--- config.mk ---
export PLATFORM = sky130hd
export DESIGN_NAME = lpl_front
export DESIGN_NICKNAME = d
export VERILOG_FILES = /design/src/lpl_pkg.sv /design/src/lpl_front.sv
export SDC_FILE = /design/constraint.sdc
export NUM_CORES = 1
export LEC_CHECK = 0
export ABC_CLOCK_PERIOD_IN_PS = 9000
export BUFFER_PORTS_ARGS = -buffer_cell sky130_fd_sc_hd__buf_2
export CAP_MARGIN = 25
export CORE_MARGIN = 3
export CORE_UTILIZATION = 64
export DETAILED_ROUTE_END_ITERATION = 8
export GPL_TIMING_DRIVEN = 0
export HOLD_SLACK_MARGIN = 0.1
export PLACE_DENSITY = 0.82
export SETUP_SLACK_MARGIN = 0.3
export SYNTH_ARGS = -nofsm -noshare
export SYNTH_HDL_FRONTEND = slang
export SYNTH_SLANG_ARGS = --single-unit
--- constraint.sdc ---
create_clock -name clk_i -period 9 [get_ports clk_i]
set_clock_uncertainty 0.05 [all_clocks]
set_input_delay 0.45 -clock clk_i [delete_from_list [all_inputs] [get_ports clk_i]]
set_output_delay 0.45 -clock clk_i [all_outputs]
set_load 0.01 [all_outputs]
--- src/lpl_pkg.sv ---
`default_nettype none

package lpl_pkg;

  // Fixed widths of the transaction fields.
  localparam int KEY_W    = 32;
  localparam int SLOT_W   = 9;
  localparam int STATUS_W = 2;

  // A slot holding this key is empty.
  localparam logic [KEY_W-1:0] EMPTY_KEY = '1;

  localparam int DEF_TABLE_SLOTS = 257;

  // Home slot reduction steps: partial product, quotient, remainder.
  localparam int DIV_STEPS = 3;

  localparam int QUEUE_DEPTH = 2;

  localparam logic KIND_LOOKUP = 1'b0;
  localparam logic KIND_CLEAR  = 1'b1;

  typedef enum logic [STATUS_W-1:0] {
    ST_FOUND    = 2'd0,
    ST_INSERTED = 2'd1,
    ST_FULL     = 2'd2,
    ST_CLEARED  = 2'd3
  } status_e;

  typedef enum logic [1:0] {
    F_IDLE,
    F_DIV,
    F_PUSH
  } front_state_e;

  typedef enum logic [2:0] {
    B_INIT,
    B_IDLE,
    B_READ,
    B_CHECK,
    B_CLR,
    B_RESP
  } back_state_e;

endpackage

`default_nettype wire

--- src/lpl_front.sv ---
`default_nettype none

module lpl_front #(
  parameter int TABLE_SLOTS = lpl_pkg::DEF_TABLE_SLOTS,
  localparam int SW = $clog2(TABLE_SLOTS),
  localparam int QW = 1 + lpl_pkg::KEY_W + SW
) (
  input  wire logic                     clk_i,
  input  wire logic                     rst_ni,
  input  wire logic                     in_valid_i,
  output logic                          in_ready_o,
  input  wire logic                     kind_i,
  input  wire logic [lpl_pkg::KEY_W-1:0] key_i,
  input  wire logic                     init_busy_i,
  input  wire logic                     q_full_i,
  output logic                          q_push_o,
  output logic [QW-1:0]                 q_data_o
);

  localparam int KW    = lpl_pkg::KEY_W;
  localparam int PW    = 2 * KW + 1;
  localparam int LW    = KW + 16;
  localparam int CNT_W = $clog2(lpl_pkg::DIV_STEPS);

  // Reciprocal of the table size scaled by 2^(KW + SW) and rounded up. The
  // rounding error stays below 2^SW, so the quotient is exact for every key.
  localparam logic [63:0] RECIP =
    ((64'd1 << (KW + SW)) + 64'(TABLE_SLOTS) - 64'd1) / 64'(TABLE_SLOTS);
  localparam logic [16:0] RECIP_HI = RECIP[32:16];
  localparam logic [15:0] RECIP_LO = RECIP[15:0];

  lpl_pkg::front_state_e state_q, state_d;

  logic                      kind_q;
  logic [lpl_pkg::KEY_W-1:0] key_q;
  logic [LW-1:0]             lo_q, lo_d;
  logic [KW-1:0]             quot_q, quot_d;
  logic [KW-1:0]             diff;
  logic [SW-1:0]             rem_q, rem_d;
  logic [CNT_W-1:0]          step_q;
  logic                      accept;
  logic                      last_step;

  assign accept    = in_valid_i && in_ready_o;
  assign last_step = (step_q == CNT_W'(lpl_pkg::DIV_STEPS - 1));

  // The key times the reciprocal is split into a low and a high partial
  // product; the quotient then gives the remainder by one multiply-subtract.
  always_comb begin
    logic [PW-1:0] prod;
    lo_d   = LW'(key_q) * LW'(RECIP_LO);
    prod   = ((PW'(key_q) * PW'(RECIP_HI)) << 16) + PW'(lo_q);
    quot_d = KW'(prod >> (KW + SW));
    diff   = key_q - KW'(quot_q * KW'(TABLE_SLOTS));
    rem_d  = SW'(diff);
  end

  always_comb begin
    state_d = state_q;
    unique case (state_q)
      lpl_pkg::F_IDLE: begin
        if (accept) begin
          state_d = (kind_i == lpl_pkg::KIND_CLEAR) ? lpl_pkg::F_PUSH : lpl_pkg::F_DIV;
        end
      end
      lpl_pkg::F_DIV: begin
        if (last_step) begin
          state_d = lpl_pkg::F_PUSH;
        end
      end
      lpl_pkg::F_PUSH: begin
        if (!q_full_i) begin
          state_d = lpl_pkg::F_IDLE;
        end
      end
      default: state_d = lpl_pkg::F_IDLE;
    endcase
  end

  always_comb begin
    in_ready_o = 1'b0;
    q_push_o   = 1'b0;
    unique case (state_q)
      lpl_pkg::F_IDLE: in_ready_o = !init_busy_i;
      lpl_pkg::F_DIV:  ;
      lpl_pkg::F_PUSH: q_push_o = !q_full_i;
      default:         ;
    endcase
  end

  assign q_data_o = {kind_q, key_q, rem_q};

  always_ff @(posedge clk_i or negedge rst_ni) begin
    if (!rst_ni) begin
      state_q <= lpl_pkg::F_IDLE;
      step_q  <= '0;
    end else begin
      state_q <= state_d;
      if (accept) begin
        step_q <= '0;
      end else if (state_q == lpl_pkg::F_DIV) begin
        step_q <= step_q + 1'b1;
      end
    end
  end

  // The partial product and the quotient settle one stage per cycle; the
  // remainder is taken on the last step, once the quotient is final.
  always_ff @(posedge clk_i) begin
    if (accept) begin
      kind_q <= kind_i;
      key_q  <= key_i;
      rem_q  <= '0;
    end else if (state_q == lpl_pkg::F_DIV) begin
      lo_q   <= lo_d;
      quot_q <= quot_d;
      if (last_step) begin
        rem_q <= rem_d;
      end
    end
  end

  a_rem_in_range: assert property (@(posedge clk_i) disable iff (!rst_ni)
    state_q == lpl_pkg::F_PUSH |-> rem_q < SW'(TABLE_SLOTS - 1) || rem_q == SW'(TABLE_SLOTS - 1))
    else $error("home slot remainder out of range");

  a_div_exit: assert property (@(posedge clk_i) disable iff (!rst_ni)
    state_q == lpl_pkg::F_DIV && last_step |=> state_q == lpl_pkg::F_PUSH)
    else $error("reduction did not hand over after its last step");

endmodule

`default_nettype wire

==> run metrics <==
outcome complete, no violations; Synthesis Warnings 0; Initial Util 0.660; CP endpoint kind flop; Post-Route WL 31300 um; DRC Markers 0; max frequency 122 MHz; All-Layer GR Usage 0.279; CTS Buffer Depth 2; drt via density 5.73; Crit Path Class flop to flop; GR Util met1 0.353; Die H 154 um; final setup vio count 0; largest net degree at the start of global routing 35; antenna violations before repair 0; Register Area 2500 um^2; CTS tree done; ys flop type edfxtp_1; Reg-to-Reg End quot_q[8]; DR pass1 iterations 5; Antenna Nets Post-Route 0; CTS Root Cell clkbuf_16; TNS Setup 0 ns; slew margin rel. 0.531; most frequent cells after synthesis 279 x ha_1, 249 x inv_1, 222 x fa_1, 74 x edfxtp_1, 67 x a21oi_1; Worst Hold Launch key_i[11]; RSZ-0062 raised after global routing false; I/O pins 82; syn nets 1789; Net count, final 1884; Synth-to-Final Area Change 7.72%; Layout fillers 1479; ant diodes 0; layout cells sized above 1 0.0941; grt ovf 0; Rows 53; top-area cell type share of the netlist area 0.315; number of port buffers 81; met2 global-route usage 0.477; worst reg2reg setup slack 0.81 ns; post-synth top area cell fa_1; GPL Wtd Cong 0.908; clk sinks 87; Die X 154 um; Area contributors post-synth fa_1 32%, ha_1 25%, edfxtp_1 16%; area occupied by multi-input gates 10600 um^2; sequential-to-total area share from yosys stat 0.178; first-pass GRT wire length 51600 um; Worst R2R Path Depth 27; Max-cap violations 0; DRT iter0 DRCs 560; Critical Path AT 8.27 ns; Worst Path Max Fanout 11; max-slew violations 0; Cells after Synth 1250; Post-DP HPWL 26700 um; Fin. Hold Viols 0; Hold EP key_q[11]; Worst Tran Pin Value 0.704 ns; Num CTS Buffers 9; core area 21400 um^2; vias in the first global route 10383; Reg2Reg Launch Point key_q[3]; GR Util met3 0.0523; crit start category flop; Yosys reg bits 87; cell area after synthesis 14100 um^2; Worst EP required 9.08 ns; area of the die 23800 um^2; CTS H-tree depth 3; Hold WC Path Type primary input to flop; Post-Route Utilization 0.711; via count 9315; Routed WL per cell 19.3 um; busiest layer in global routing met2; Hold Path Depth 1; Post-synth EDFFs 74; Final period util 0.910; clock slew at reported path FFs 0.08 ns; fraction of registers with async set/reset 0.0460; Avg Inst Size Synth 11.3 um^2; fin crit period 8.19 ns; worst-skew pair later-pin latency 0.37 ns; Yosys cell types 64; most frequent cell after synthesis ha_1
[timing repair]
action	4_1_cts	5_1_grt
hold buffers	1	0
resized for setup	0	1
setup buffers	0	0
endpoints found under the setup margin	0	1
endpoints found under the hold margin	4	0
[cell type report]
| type | instances | share of cell area |
|---|---|---|
| repair buffers | 84 | 0.0300 |
| clock buffers | 10 | 0.0151 |
| well taps | 275 | 0.0227 |
| inverters | 250 | 0.0618 |
| clock inverters | 6 | 0.00338 |
| multi-input cells | 901 | 0.697 |
| flip-flops and latches | 87 | 0.165 |
| plain buffers | 12 | 0.00536 |
[worst max path at each step]
| stage | from | end | slack (ns) | depth (start not counted) |
|---|---|---|---|---|
| final | key_q[3] | quot_q[8] | 0.81 | 27 |
| after global routing | key_q[3] | quot_q[8] | 0.45 | 29 |
| after CTS | key_q[3] | quot_q[8] | 0.63 | 27 |
| after detailed placement | key_q[3] | quot_q[8] | 0.70 | 27 |
| after global placement | key_q[3] | quot_q[8] | 0.81 | 27 |
| after floorplan | key_q[3] | quot_q[8] | 1.96 | 27 |
[critical path, stage by stage, from the launching register on]
cell	delay, ns
edfxtp_1	0.67
inv_1	0.24
fa_1	0.64
fa_1	0.57
inv_1	0.08
fa_1	0.52
fa_1	0.58
fa_1	0.42
ha_1	0.30
ha_1	0.31
o21a_2	0.14
o21ai_0	0.12
o31ai_2	0.46
a21o_1	0.20
a21oi_1	0.10
o21bai_1	0.14
a21oi_1	0.09
xnor2_1	0.32
ha_1	0.37
a21oi_1	0.17
o21bai_1	0.07
a21oi_1	0.20
o22ai_1	0.12
a211oi_2	0.36
a21oi_1	0.16
nand2_1	0.11
xnor2_1	0.09
xnor2_1	0.36
[sequential cells by signal (all words and copies together), names as in the netlist]
register,cells
rem_q,9
step_q,2
state_q,2
key_q,32
quot_q,9
kind_q,1
lo_q,32
[cells by family after synthesis]
| kind of cell | count (synthesis) | share of synthesized area |
|---|---|---|
| fa+ha+maj | 501 | 0.563 |
| flops | 87 | 0.178 |
| simple gates | 126 | 0.0429 |
| buf+inv | 262 | 0.0722 |
| compound gates | 188 | 0.0904 |
| mux | 2 | 0.00151 |
| xor+xnor | 84 | 0.0522 |
[stage by stage]
stage | instance area (um^2) | instances | hold slack [ns] | setup WS [ns]
after floorplan | 14100 | 1250 | 0.104 | 1.96
after global placement | 14800 | 1606 | 0.208 | 0.812
after detailed placement | 14900 | 1608 | 0.208 | 0.700
after CTS | 15200 | 1625 | 0.199 | 0.626
after global routing | 15200 | 1625 | 0.194 | 0.454
final | 15200 | 1625 | 0.205 | 0.810
[cell usage in the layout (no fill, tap or decap), drive strengths merged, types with 4 or more instances in the layout]
cell type and n:
a21oi 67, nor2b 5, a211oi 8, nor3 8, nand2 39, xnor2 60
and3 4, and2 7, buf 92, o21a 11, inv 253, nor2 33
nand2b 6, dfrtp 4, fa 222, nand3 8, o211ai 4, a21o 35
edfxtp 74, nand4 5, o21bai 14, clkbuf 13, xor2 24, dfxtp 9
o21ai 21, ha 279
[metal layers]
layer | share of wire | routed length (um)
met5 | 0 | 0
met4 | 0.039 | 1220
met3 | 0.063 | 1980
met2 | 0.50 | 15600
met1 | 0.40 | 12500
Power is not shown: default switching activity piles up to over one toggle a cycle in this logic, so the estimate is an artifact.
