## src/lpl_pkg.sv

```systemverilog
`default_nettype none

package lpl_pkg;

  // Fixed widths of the transaction fields.
  localparam int KEY_W    = 32;
  localparam int SLOT_W   = 9;
  localparam int STATUS_W = 2;

  // A slot holding this key is empty.
  localparam logic [KEY_W-1:0] EMPTY_KEY = '1;

  localparam int DEF_TABLE_SLOTS = 257;

  // Home slot reduction steps: partial product, quotient, remainder.
  localparam int DIV_STEPS = 3;

  localparam int QUEUE_DEPTH = 2;

  localparam logic KIND_LOOKUP = 1'b0;
  localparam logic KIND_CLEAR  = 1'b1;

  typedef enum logic [STATUS_W-1:0] {
    ST_FOUND    = 2'd0,
    ST_INSERTED = 2'd1,
    ST_FULL     = 2'd2,
    ST_CLEARED  = 2'd3
  } status_e;

  typedef enum logic [1:0] {
    F_IDLE,
    F_DIV,
    F_PUSH
  } front_state_e;

  typedef enum logic [2:0] {
    B_INIT,
    B_IDLE,
    B_READ,
    B_CHECK,
    B_CLR,
    B_RESP
  } back_state_e;

endpackage

`default_nettype wire

```

## src/lpl_queue.sv

```systemverilog
`default_nettype none

module lpl_queue #(
  parameter int WIDTH = 1,
  parameter int DEPTH = lpl_pkg::QUEUE_DEPTH
) (
  input  wire logic             clk_i,
  input  wire logic             rst_ni,
  input  wire logic             push_i,
  input  wire logic [WIDTH-1:0] data_i,
  output logic                  full_o,
  input  wire logic             pop_i,
  output logic                  valid_o,
  output logic [WIDTH-1:0]      data_o
);

  localparam int PW = $clog2(DEPTH);
  localparam int CW = $clog2(DEPTH + 1);

  logic [WIDTH-1:0] entry_q [DEPTH];
  logic [PW-1:0]    wr_ptr_q, rd_ptr_q;
  logic [CW-1:0]    count_q;

  assign full_o  = (count_q == CW'(DEPTH));
  assign valid_o = (count_q != '0);
  assign data_o  = entry_q[rd_ptr_q];

  function automatic logic [PW-1:0] bump(input logic [PW-1:0] p);
    return (p == PW'(DEPTH - 1)) ? '0 : p + 1'b1;
  endfunction

  always_ff @(posedge clk_i or negedge rst_ni) begin
    if (!rst_ni) begin
      wr_ptr_q <= '0;
      rd_ptr_q <= '0;
      count_q  <= '0;
    end else begin
      if (push_i) begin
        wr_ptr_q <= bump(wr_ptr_q);
      end
      if (pop_i) begin
        rd_ptr_q <= bump(rd_ptr_q);
      end
      if (push_i && !pop_i) begin
        count_q <= count_q + 1'b1;
      end else if (pop_i && !push_i) begin
        count_q <= count_q - 1'b1;
      end
    end
  end

  always_ff @(posedge clk_i) begin
    if (push_i) begin
      entry_q[wr_ptr_q] <= data_i;
    end
  end

endmodule

`default_nettype wire

```

## config.mk

```make
export PLATFORM = sky130hd
export DESIGN_NAME = lpl_queue
export DESIGN_NICKNAME = d
export VERILOG_FILES = /design/src/lpl_pkg.sv /design/src/lpl_queue.sv
export SDC_FILE = /design/constraint.sdc
export NUM_CORES = 1
export LEC_CHECK = 0
export BUFFER_PORTS_ARGS = -buffer_cell sky130_fd_sc_hd__buf_2
export CORE_AREA = 2 2 39 41
export CTS_CLUSTER_SIZE = 40
export DETAILED_ROUTE_END_ITERATION = 16
export DIE_AREA = 0 0 41 43
export GPL_ROUTABILITY_DRIVEN = 0
export HOLD_SLACK_MARGIN = 0.1
export SLEW_MARGIN = 5
export SYNTH_ARGS = -nofsm -noshare
export SYNTH_HDL_FRONTEND = slang
export SYNTH_SLANG_ARGS = --single-unit
```

## constraint.sdc

```tcl
create_clock -name clk_i -period 0.8 [get_ports clk_i]
set_input_delay 0.08 -clock clk_i [delete_from_list [all_inputs] [get_ports clk_i]]
set_output_delay 0.08 -clock clk_i [all_outputs]
set_load 0.02 [all_outputs]
```

==> summary.txt, run 1 <==
Status
  – Outcome: complete, but fails checks
  – Violated checks: negative setup slack

GRT
  – Number of antenna violations at the first check in global routing: 0
  – GR Util All Layers: approximately 6.2%
  – Maximum number of pins on one net before global-route repair: 5
  – Global-route congestion overflow total: 0
  – Vias in the first global route: 203
  – First-pass GRT wire length: 745 um

STA
  – Total setup violations reported at the end of the flow: 6
  – Post-layout min period: 1.13 ns
  – Unrepaired setup endpoints after global routing: yes
  – Headroom to the max-slew limit: approximately 90%
  – Final Hold Viols: 0
  – Maximum clock rate: 0.885 GHz
  – Fraction of the cycle the final worst path needs: 141%
  – Worst Max-Slew Pin Slew: 0.137 ns
  – Final worst slack: -0.330 ns
  – Number of pins with negative max-slew slack in the final report: 0
  – Setup clock skew after layout: 0.000104 ns

Floorplan
  – Row Count: 14
  – Placeable core region: roughly 1400 sq um
  – Starting density of the core: roughly a fifth
  – Vertical extent of the die: about 43 um
  – Area of the die: 1760 sq um
  – Io pins: 8
  – Die boundary width: about 40 um

Clock network
  – Clock transition at the registers of the reported paths: roughly 0.050 ns
  – CTS Root Cell: clkbuf_4
  – Latest clock arrival within the worst-skew pair: about 0.24 ns
  – Count of H-tree levels built during CTS: 1
  – Clock buffer depth: 2
  – TritonCTS clock tree: done
  – Sinks on Clock Net: 6
  – Number of buffers created by CTS: 3

Worst setup path
  – Critical R2R Capture: count_q[1]
  – Type of element capturing the critical path: primary output
  – Library cell contributing the largest single delay on the critical path: dfrtp_1
  – Crit-path max FO: 2
  – Sequence of cells on the critical path: mux2_4, buf_6
  – Data arrival, critical path: 1.05 ns
  – Family with the most delay on the worst path: flip-flops
  – Element type at the critical path start: register
  – Critical register-to-register path startpoint: count_q[0]
  – Setup slack, reg-to-reg: -0.20 ns
  – Highest cell delay on the worst timing path: roughly 0.38 ns
  – Buffers & Inverters on Critical Path: 1
  – Count of cells along the worst register-to-register path: 4
  – Data required time at the worst endpoint: a little over 0.7 ns
  – CP Class: register to primary output

Synthesis
  – Complex-gate fraction of the synthesized area: 0%
  – Synthesized netlist net count: 25
  – Xor and xnor fraction of the mapped netlist area: approximately 17%
  – Share of synthesized flip-flops with an asynchronous set or reset: between 60% and 70%
  – Synth Cell Area: between 200 and 300 sq um
  – Number of synthesized register bits: 6
  – Share of synthesized cell area in and, or, nand and nor gates: about an eighth
  – Count of synthesis-stage warnings from yosys: 0
  – Synth top area cells: dfrtp_1 38%, edfxtp_1 23%, xor2_1 13%, ha_1 4.8%, mux2_1 4.3%
  – Number of enable-type register cells in the synthesized netlist: 2
  – Proportion of synthesized area in mux cells: approximately 4.3%
  – Post-synthesis cell count: 19
  – Share of synthesized cell area in full adder, half adder and majority cells: approximately 4.8%
  – Syn_area_per_cell: ~14 sq um
  – Sequential fraction of the synthesis area: approximately three fifths
  – Predominant post-synthesis flop cell: dfrtp_1
  – Library cells used by synthesis: 12
  – Most frequent cells after synthesis: 4 x dfrtp_1, 4 x xor2_1, 2 x edfxtp_1
  – Synth top area share: 38.1%
  – Main combinational cell family by area after synthesis: XOR/XNOR gates
  – Cell accounting for the most synthesized area: dfrtp_1

Power and ir drop
  – Clk pwr share: about 18%
  – Total power draw: 1.66 mW
  – Portion of total power attributed to combinational logic: around half
  – Leak Pwr: roughly 0.22 nW
  – Worst IR Drop VDD: around 0.0007 V
  – Reported net switching power: around 0.48 mW
  – Switching power as a share of total power: around 29%
  – Share of power burned in registers: about 32%
  – Pint: 1.18 mW
  – Power per Cell Area: 3620 nW/um^2

Detailed routing
  – Routed vias: 197
  – Count of routing violations after the opening detailed-route iteration: 0
  – Final ANT Viol Nets: 0
  – Routed len/inst: about 7.6 um
  – Drt first pass iters: 1
  – DRC violation count after routing: 0
  – Average via count per standard cell: 3.52
  – Final wirelength: 424 um

Final layout
  – Fraction of layout cells with a size suffix above 1: about 50%
  – Antenna diode count: 0
  – Post-route non-filler standard cell count: 56
  – Layout net count: 47
  – Area growth syn-to-layout: 74.3%
  – Fillcell total: between 100 and 150

Hold path
  – Critical hold path startpoint: push_i
  – Hold Crit Depth: 3
  – End of the worst hold path: wr_ptr_q
  – Tightest Hold Check Type: input port to register

Job
  – Max Cap Viol: 0

Place
  – Total instance count after detailed placement: 48
  – Number of I/O port buffers: 7
  – DP Wirelength: between 300 and 400 um
-- cells by family after synthesis --
kind of cell | count (synthesis)
flops | 6
xor+xnor | 5
simple gates | 5
mux | 1
fa+ha+maj | 1
buf+inv | 1
-- stage by stage --
step	setup TNS, ns	util [%]	setup WS [ns]	instance area, sq um	hold WS (ns)
2_1_floorplan	-0.0587	-	-0.0587	267	-0.216
5_1_grt	-1.46	33.1	-0.376	458	0.137
4_1_cts	-1.14	32.3	-0.344	447	0.124
3_5_place_dp	-0.307	26.5	-0.120	367	-0.110
6_report	-1.10	33.1	-0.330	458	0.134
3_3_place_gp	-0.296	26.5	-0.103	367	-0.111
-- how the worst max path moves through the flow --
stage	depth (start not counted)	end	start
3_3_place_gp	3	count_q[1]	count_q[0]
5_1_grt	2	data_o	rd_ptr_q
4_1_cts	2	data_o	rd_ptr_q
3_5_place_dp	6	count_q[1]	pop_i
6_report	2	data_o	rd_ptr_q
2_1_floorplan	3	count_q[1]	count_q[0]
-- state kept, by name, indices dropped and copies added (netlist names) --
| signal | cells |
|---|---|
| count_q | 2 |
| rd_ptr_q | 1 |
| wr_ptr_q | 1 |
| entry_q | 2 |
-- metal layers --
metal	vias up	share of wire, %	global-route usage, %
met4	0	0	6.00
met3	0	1.7	0
met2	2	50	8.13
met5	-	0	0
li1	101	-	-
met1	94	48	8.50
-- cell usage in the layout (no fill, tap or decap) --
| cell type | Yosys | routed |
|---|---|---|
| buf_6 | 0 | 6 |
| dfrtp_1 | 4 | 4 |
| xor2_1 | 4 | 4 |
| and2_1 | 1 | 1 |
| nor2_1 | 1 | 1 |
| xnor2_1 | 1 | 1 |
| dlygate4sd3_1 | 0 | 2 |
| buf_2 | 0 | 4 |
| nor2b_1 | 1 | 1 |
| and2b_2 | 1 | 1 |
| clkbuf_1 | 0 | 1 |
| ha_1 | 1 | 1 |
| inv_1 | 1 | 1 |
| mux2_4 | 0 | 1 |
| clkbuf_4 | 0 | 3 |
| edfxtp_1 | 2 | 2 |
| or2_1 | 1 | 1 |
| buf_4 | 0 | 5 |
-- worst register-to-register path: stages, from the launching register on --
cell	delay, ns
dfrtp_1	0.39
buf_6	0.13
xor2_1	0.13
nor2_1	0.13
xor2_1	0.15
-- power groups by stage --
| stage | logic, mW | clock network [mW] | registers, mW |
|---|---|---|---|
| final | 0.828 | 0.293 | 0.535 |
| after global routing | 0.904 | 0.336 | 0.555 |
| after CTS | 0.783 | 0.314 | 0.531 |
| after detailed placement | 0.582 | 0 | 0.544 |
| after global placement | 0.578 | 0 | 0.543 |
| after floorplan | 0.317 | 0 | 0.535 |
-- area by class of cell --
cell class                 instances  area [sq um]  share of cell area (%)
timing repair buffer              17           145                    31.7
sequential                         6           160                    35.0
tap                               16          20.0                    4.37
multi-input combinational         12           103                    22.4
inverter                           1          3.75                   0.820
clock buffer                       4          26.3                    5.74
-- repair_timing --
item | CTS | global route
gates cloned | 0 | 0
pin swaps | 3 | 2
hold buffers | 2 | 0
endpoints found under the setup margin | 5 | 9
gates resized for setup | 8 | 1
endpoints found under the hold margin | 6 | 0
setup buffers | 1 | 1
Power figures use the tool's default switching activity.
==> run 2: changes to the inputs <==
--- a/config.mk
+++ b/config.mk
@@ -13,4 +13,5 @@
 export GPL_ROUTABILITY_DRIVEN = 0
 export HOLD_SLACK_MARGIN = 0.1
+export PLACE_DENSITY = 0.49
 export SLEW_MARGIN = 5
 export SYNTH_ARGS = -nofsm -noshare
==> constraint.sdc (replaced) <==
create_clock -name clk_i -period 0.8 [get_ports clk_i]
set_input_delay 0.04 -clock clk_i [delete_from_list [all_inputs] [get_ports clk_i]]
set_output_delay 0.04 -clock clk_i [all_outputs]
set_load 0.02 [all_outputs]
==> summary.txt, run 2 (synthesis results as in run 1) <==
Power and ir drop
  – Worst IR Drop VDD: around 0.0015 V
  – Power per Cell Area: approximately 3700 nW/um^2
  – Total power draw: about 1.6 mW
  – Leak Pwr: around 0.21 nW

Worst setup path
  – CP Class: register to primary output
  – Type of element capturing the critical path: primary output
  – Data required time at the worst endpoint: 0.76 ns
  – Library cell contributing the largest single delay on the critical path: dfrtp_1
  – Data arrival, critical path: 1.09 ns
  – Sequence of cells on the critical path: mux2_4, buf_6
  – Highest cell delay on the worst timing path: around 0.4 ns
  – Element type at the critical path start: register
  – Crit-path max FO: 2

STA
  – Setup clock skew after layout: between 0.008 and 0.009 ns
  – Number of pins with negative max-slew slack in the final report: 0
  – Post-Route Hold Slack: between 0.07 and 0.08 ns
  – Final worst slack: -0.333 ns
  – Worst Max-Slew Pin Slew: ~0.14 ns
  – Headroom to the max-slew limit: roughly 90%
  – Post-layout min period: between 1 and 1.5 ns
  – Total setup violations reported at the end of the flow: 7
  – Unrepaired setup endpoints after global routing: yes
  – Maximum clock rate: around 0.9 GHz
  – Fraction of the cycle the final worst path needs: 142%
  – Final Hold Viols: 0
  – Sum of negative setup slack: -0.991 ns

Detailed routing
  – Final ANT Viol Nets: 0
  – Drt first pass iters: 1
  – Average via count per standard cell: 3.87
  – Final wirelength: between 600 and 700 um
  – Routed len/inst: roughly 12 um
  – Routed vias: 209
  – Count of routing violations after the opening detailed-route iteration: 0
  – DRC violation count after routing: 0

Final layout
  – Layout net count: 45
  – Final core occ: a little under a third
  – Antenna diode count: 0
  – Area growth syn-to-layout: 66.7%
  – Fraction of layout cells with a size suffix above 1: 50.0%
  – Leading registers by flop count: count_q (2), entry_q (2)
  – Most used cells in the layout excluding fill and tap cells: 5 x buf_4, 4 x xor2_1, 4 x dfrtp_1, 4 x buf_2, 4 x buf_6
  – Final Instance Area: between 400 and 500 sq um
  – Fillcell total: about 140
  – Most common library cell in the layout ignoring fill and taps: buf_4

Place
  – DP Wirelength: about 400 um
  – Placed cell area: approximately 350 sq um
  – Number of I/O port buffers: 7

Clock network
  – Sinks on Clock Net: 6
  – Clock transition at the registers of the reported paths: roughly 0.05 ns
  – Count of H-tree levels built during CTS: 1
  – CTS Root Cell: clkbuf_4
  – Clock buffer depth: 2
  – Number of buffers created by CTS: 3
  – TritonCTS clock tree: done
  – CTS Hold Buffers Added: 2
  – Latest clock arrival within the worst-skew pair: roughly 0.26 ns

Floorplan
  – Area of the die: between 1500 and 2000 sq um
  – Row Count: 14
  – Die boundary width: 41 um
  – Io pins: 8
  – Placeable core region: between 1000 and 1500 sq um
  – Vertical extent of the die: approximately 43 um
  – Starting density of the core: 19.0%

GRT
  – Maximum number of pins on one net before global-route repair: 5
  – Vias in the first global route: between 200 and 250
  – Global-route congestion overflow total: 0
  – GR Util All Layers: roughly a tenth
  – Number of antenna violations at the first check in global routing: 0
  – First-pass GRT wire length: 966 um

Status
  – Outcome: complete, but fails checks
  – Violated checks: negative setup slack

Hold path
  – Tightest Hold Check Type: input port to register

Job
  – Max Cap Viol: 0
-- run 2: cell count changes in the layout (fill, tap and decap cells not counted), sizes merged --
cell,before,now
buf,15,13
-- run 2: what timing repair did --
item                                    CTS  global route
gates cloned                              0             0
gates resized for setup                   7             2
endpoints found under the setup margin    5             8
endpoints found under the hold margin     8             2
buffers inserted                          2             0
pin swaps                                 3             1
-- run 2: cell type report --
cell class,count,area [sq um],area share (%)
tap,16,20.0,4.57
timing repair buffer,15,123,28.0
clock buffer,4,26.3,6.00
multi-input combinational,12,105,24.0
inverter,1,3.75,0.857
sequential,6,160,36.6
-- run 2: power by group --
| group | total [mW] | switching [mW] | internal (mW) |
|---|---|---|---|
| clock network | 0.322 | 0.132 | 0.190 |
| registers | 0.552 | 0.103 | 0.449 |
| logic | 0.728 | 0.280 | 0.448 |
| total | 1.60 | 0.515 | 1.09 |
-- run 2: worst paths after layout --
kind                                 start          to  slack [ns]  depth (start not counted)
worst min-delay path                 pop_i    rd_ptr_q        0.08                          3
worst min register to register  count_q[1]  count_q[1]        0.57                          2
worst max register to register  count_q[0]  count_q[1]       -0.13                          3
worst max-delay path              rd_ptr_q      data_o       -0.33                          2
min in group asynchronous           rst_ni    rd_ptr_q        0.13                          2
max in group asynchronous           rst_ni  count_q[0]        0.54                          2
-- run 2: layer usage --
metal	track usage, %	wire length, um	part of all wire [%]
met1	7.49	236	38
met2	14.4	323	51
met3	8.38	59	9.4
met4	6.00	8	1.3
met5	0	0	0
-- run 2: critical path, delay by kind of cell, from the launching register on --
kind	cells	cell delay, ns
flip-flops	1	0.40
multiplexers	1	0.31
buffers and inverters	1	0.13
-- run 2: metrics by stage --
stage / setup WS [ns] / cells
floorplan: -0.0587 / 19
global placement: -0.0833 / 46
detailed placement: -0.133 / 46
CTS: -0.343 / 54
global route: -0.366 / 54
finish: -0.333 / 54
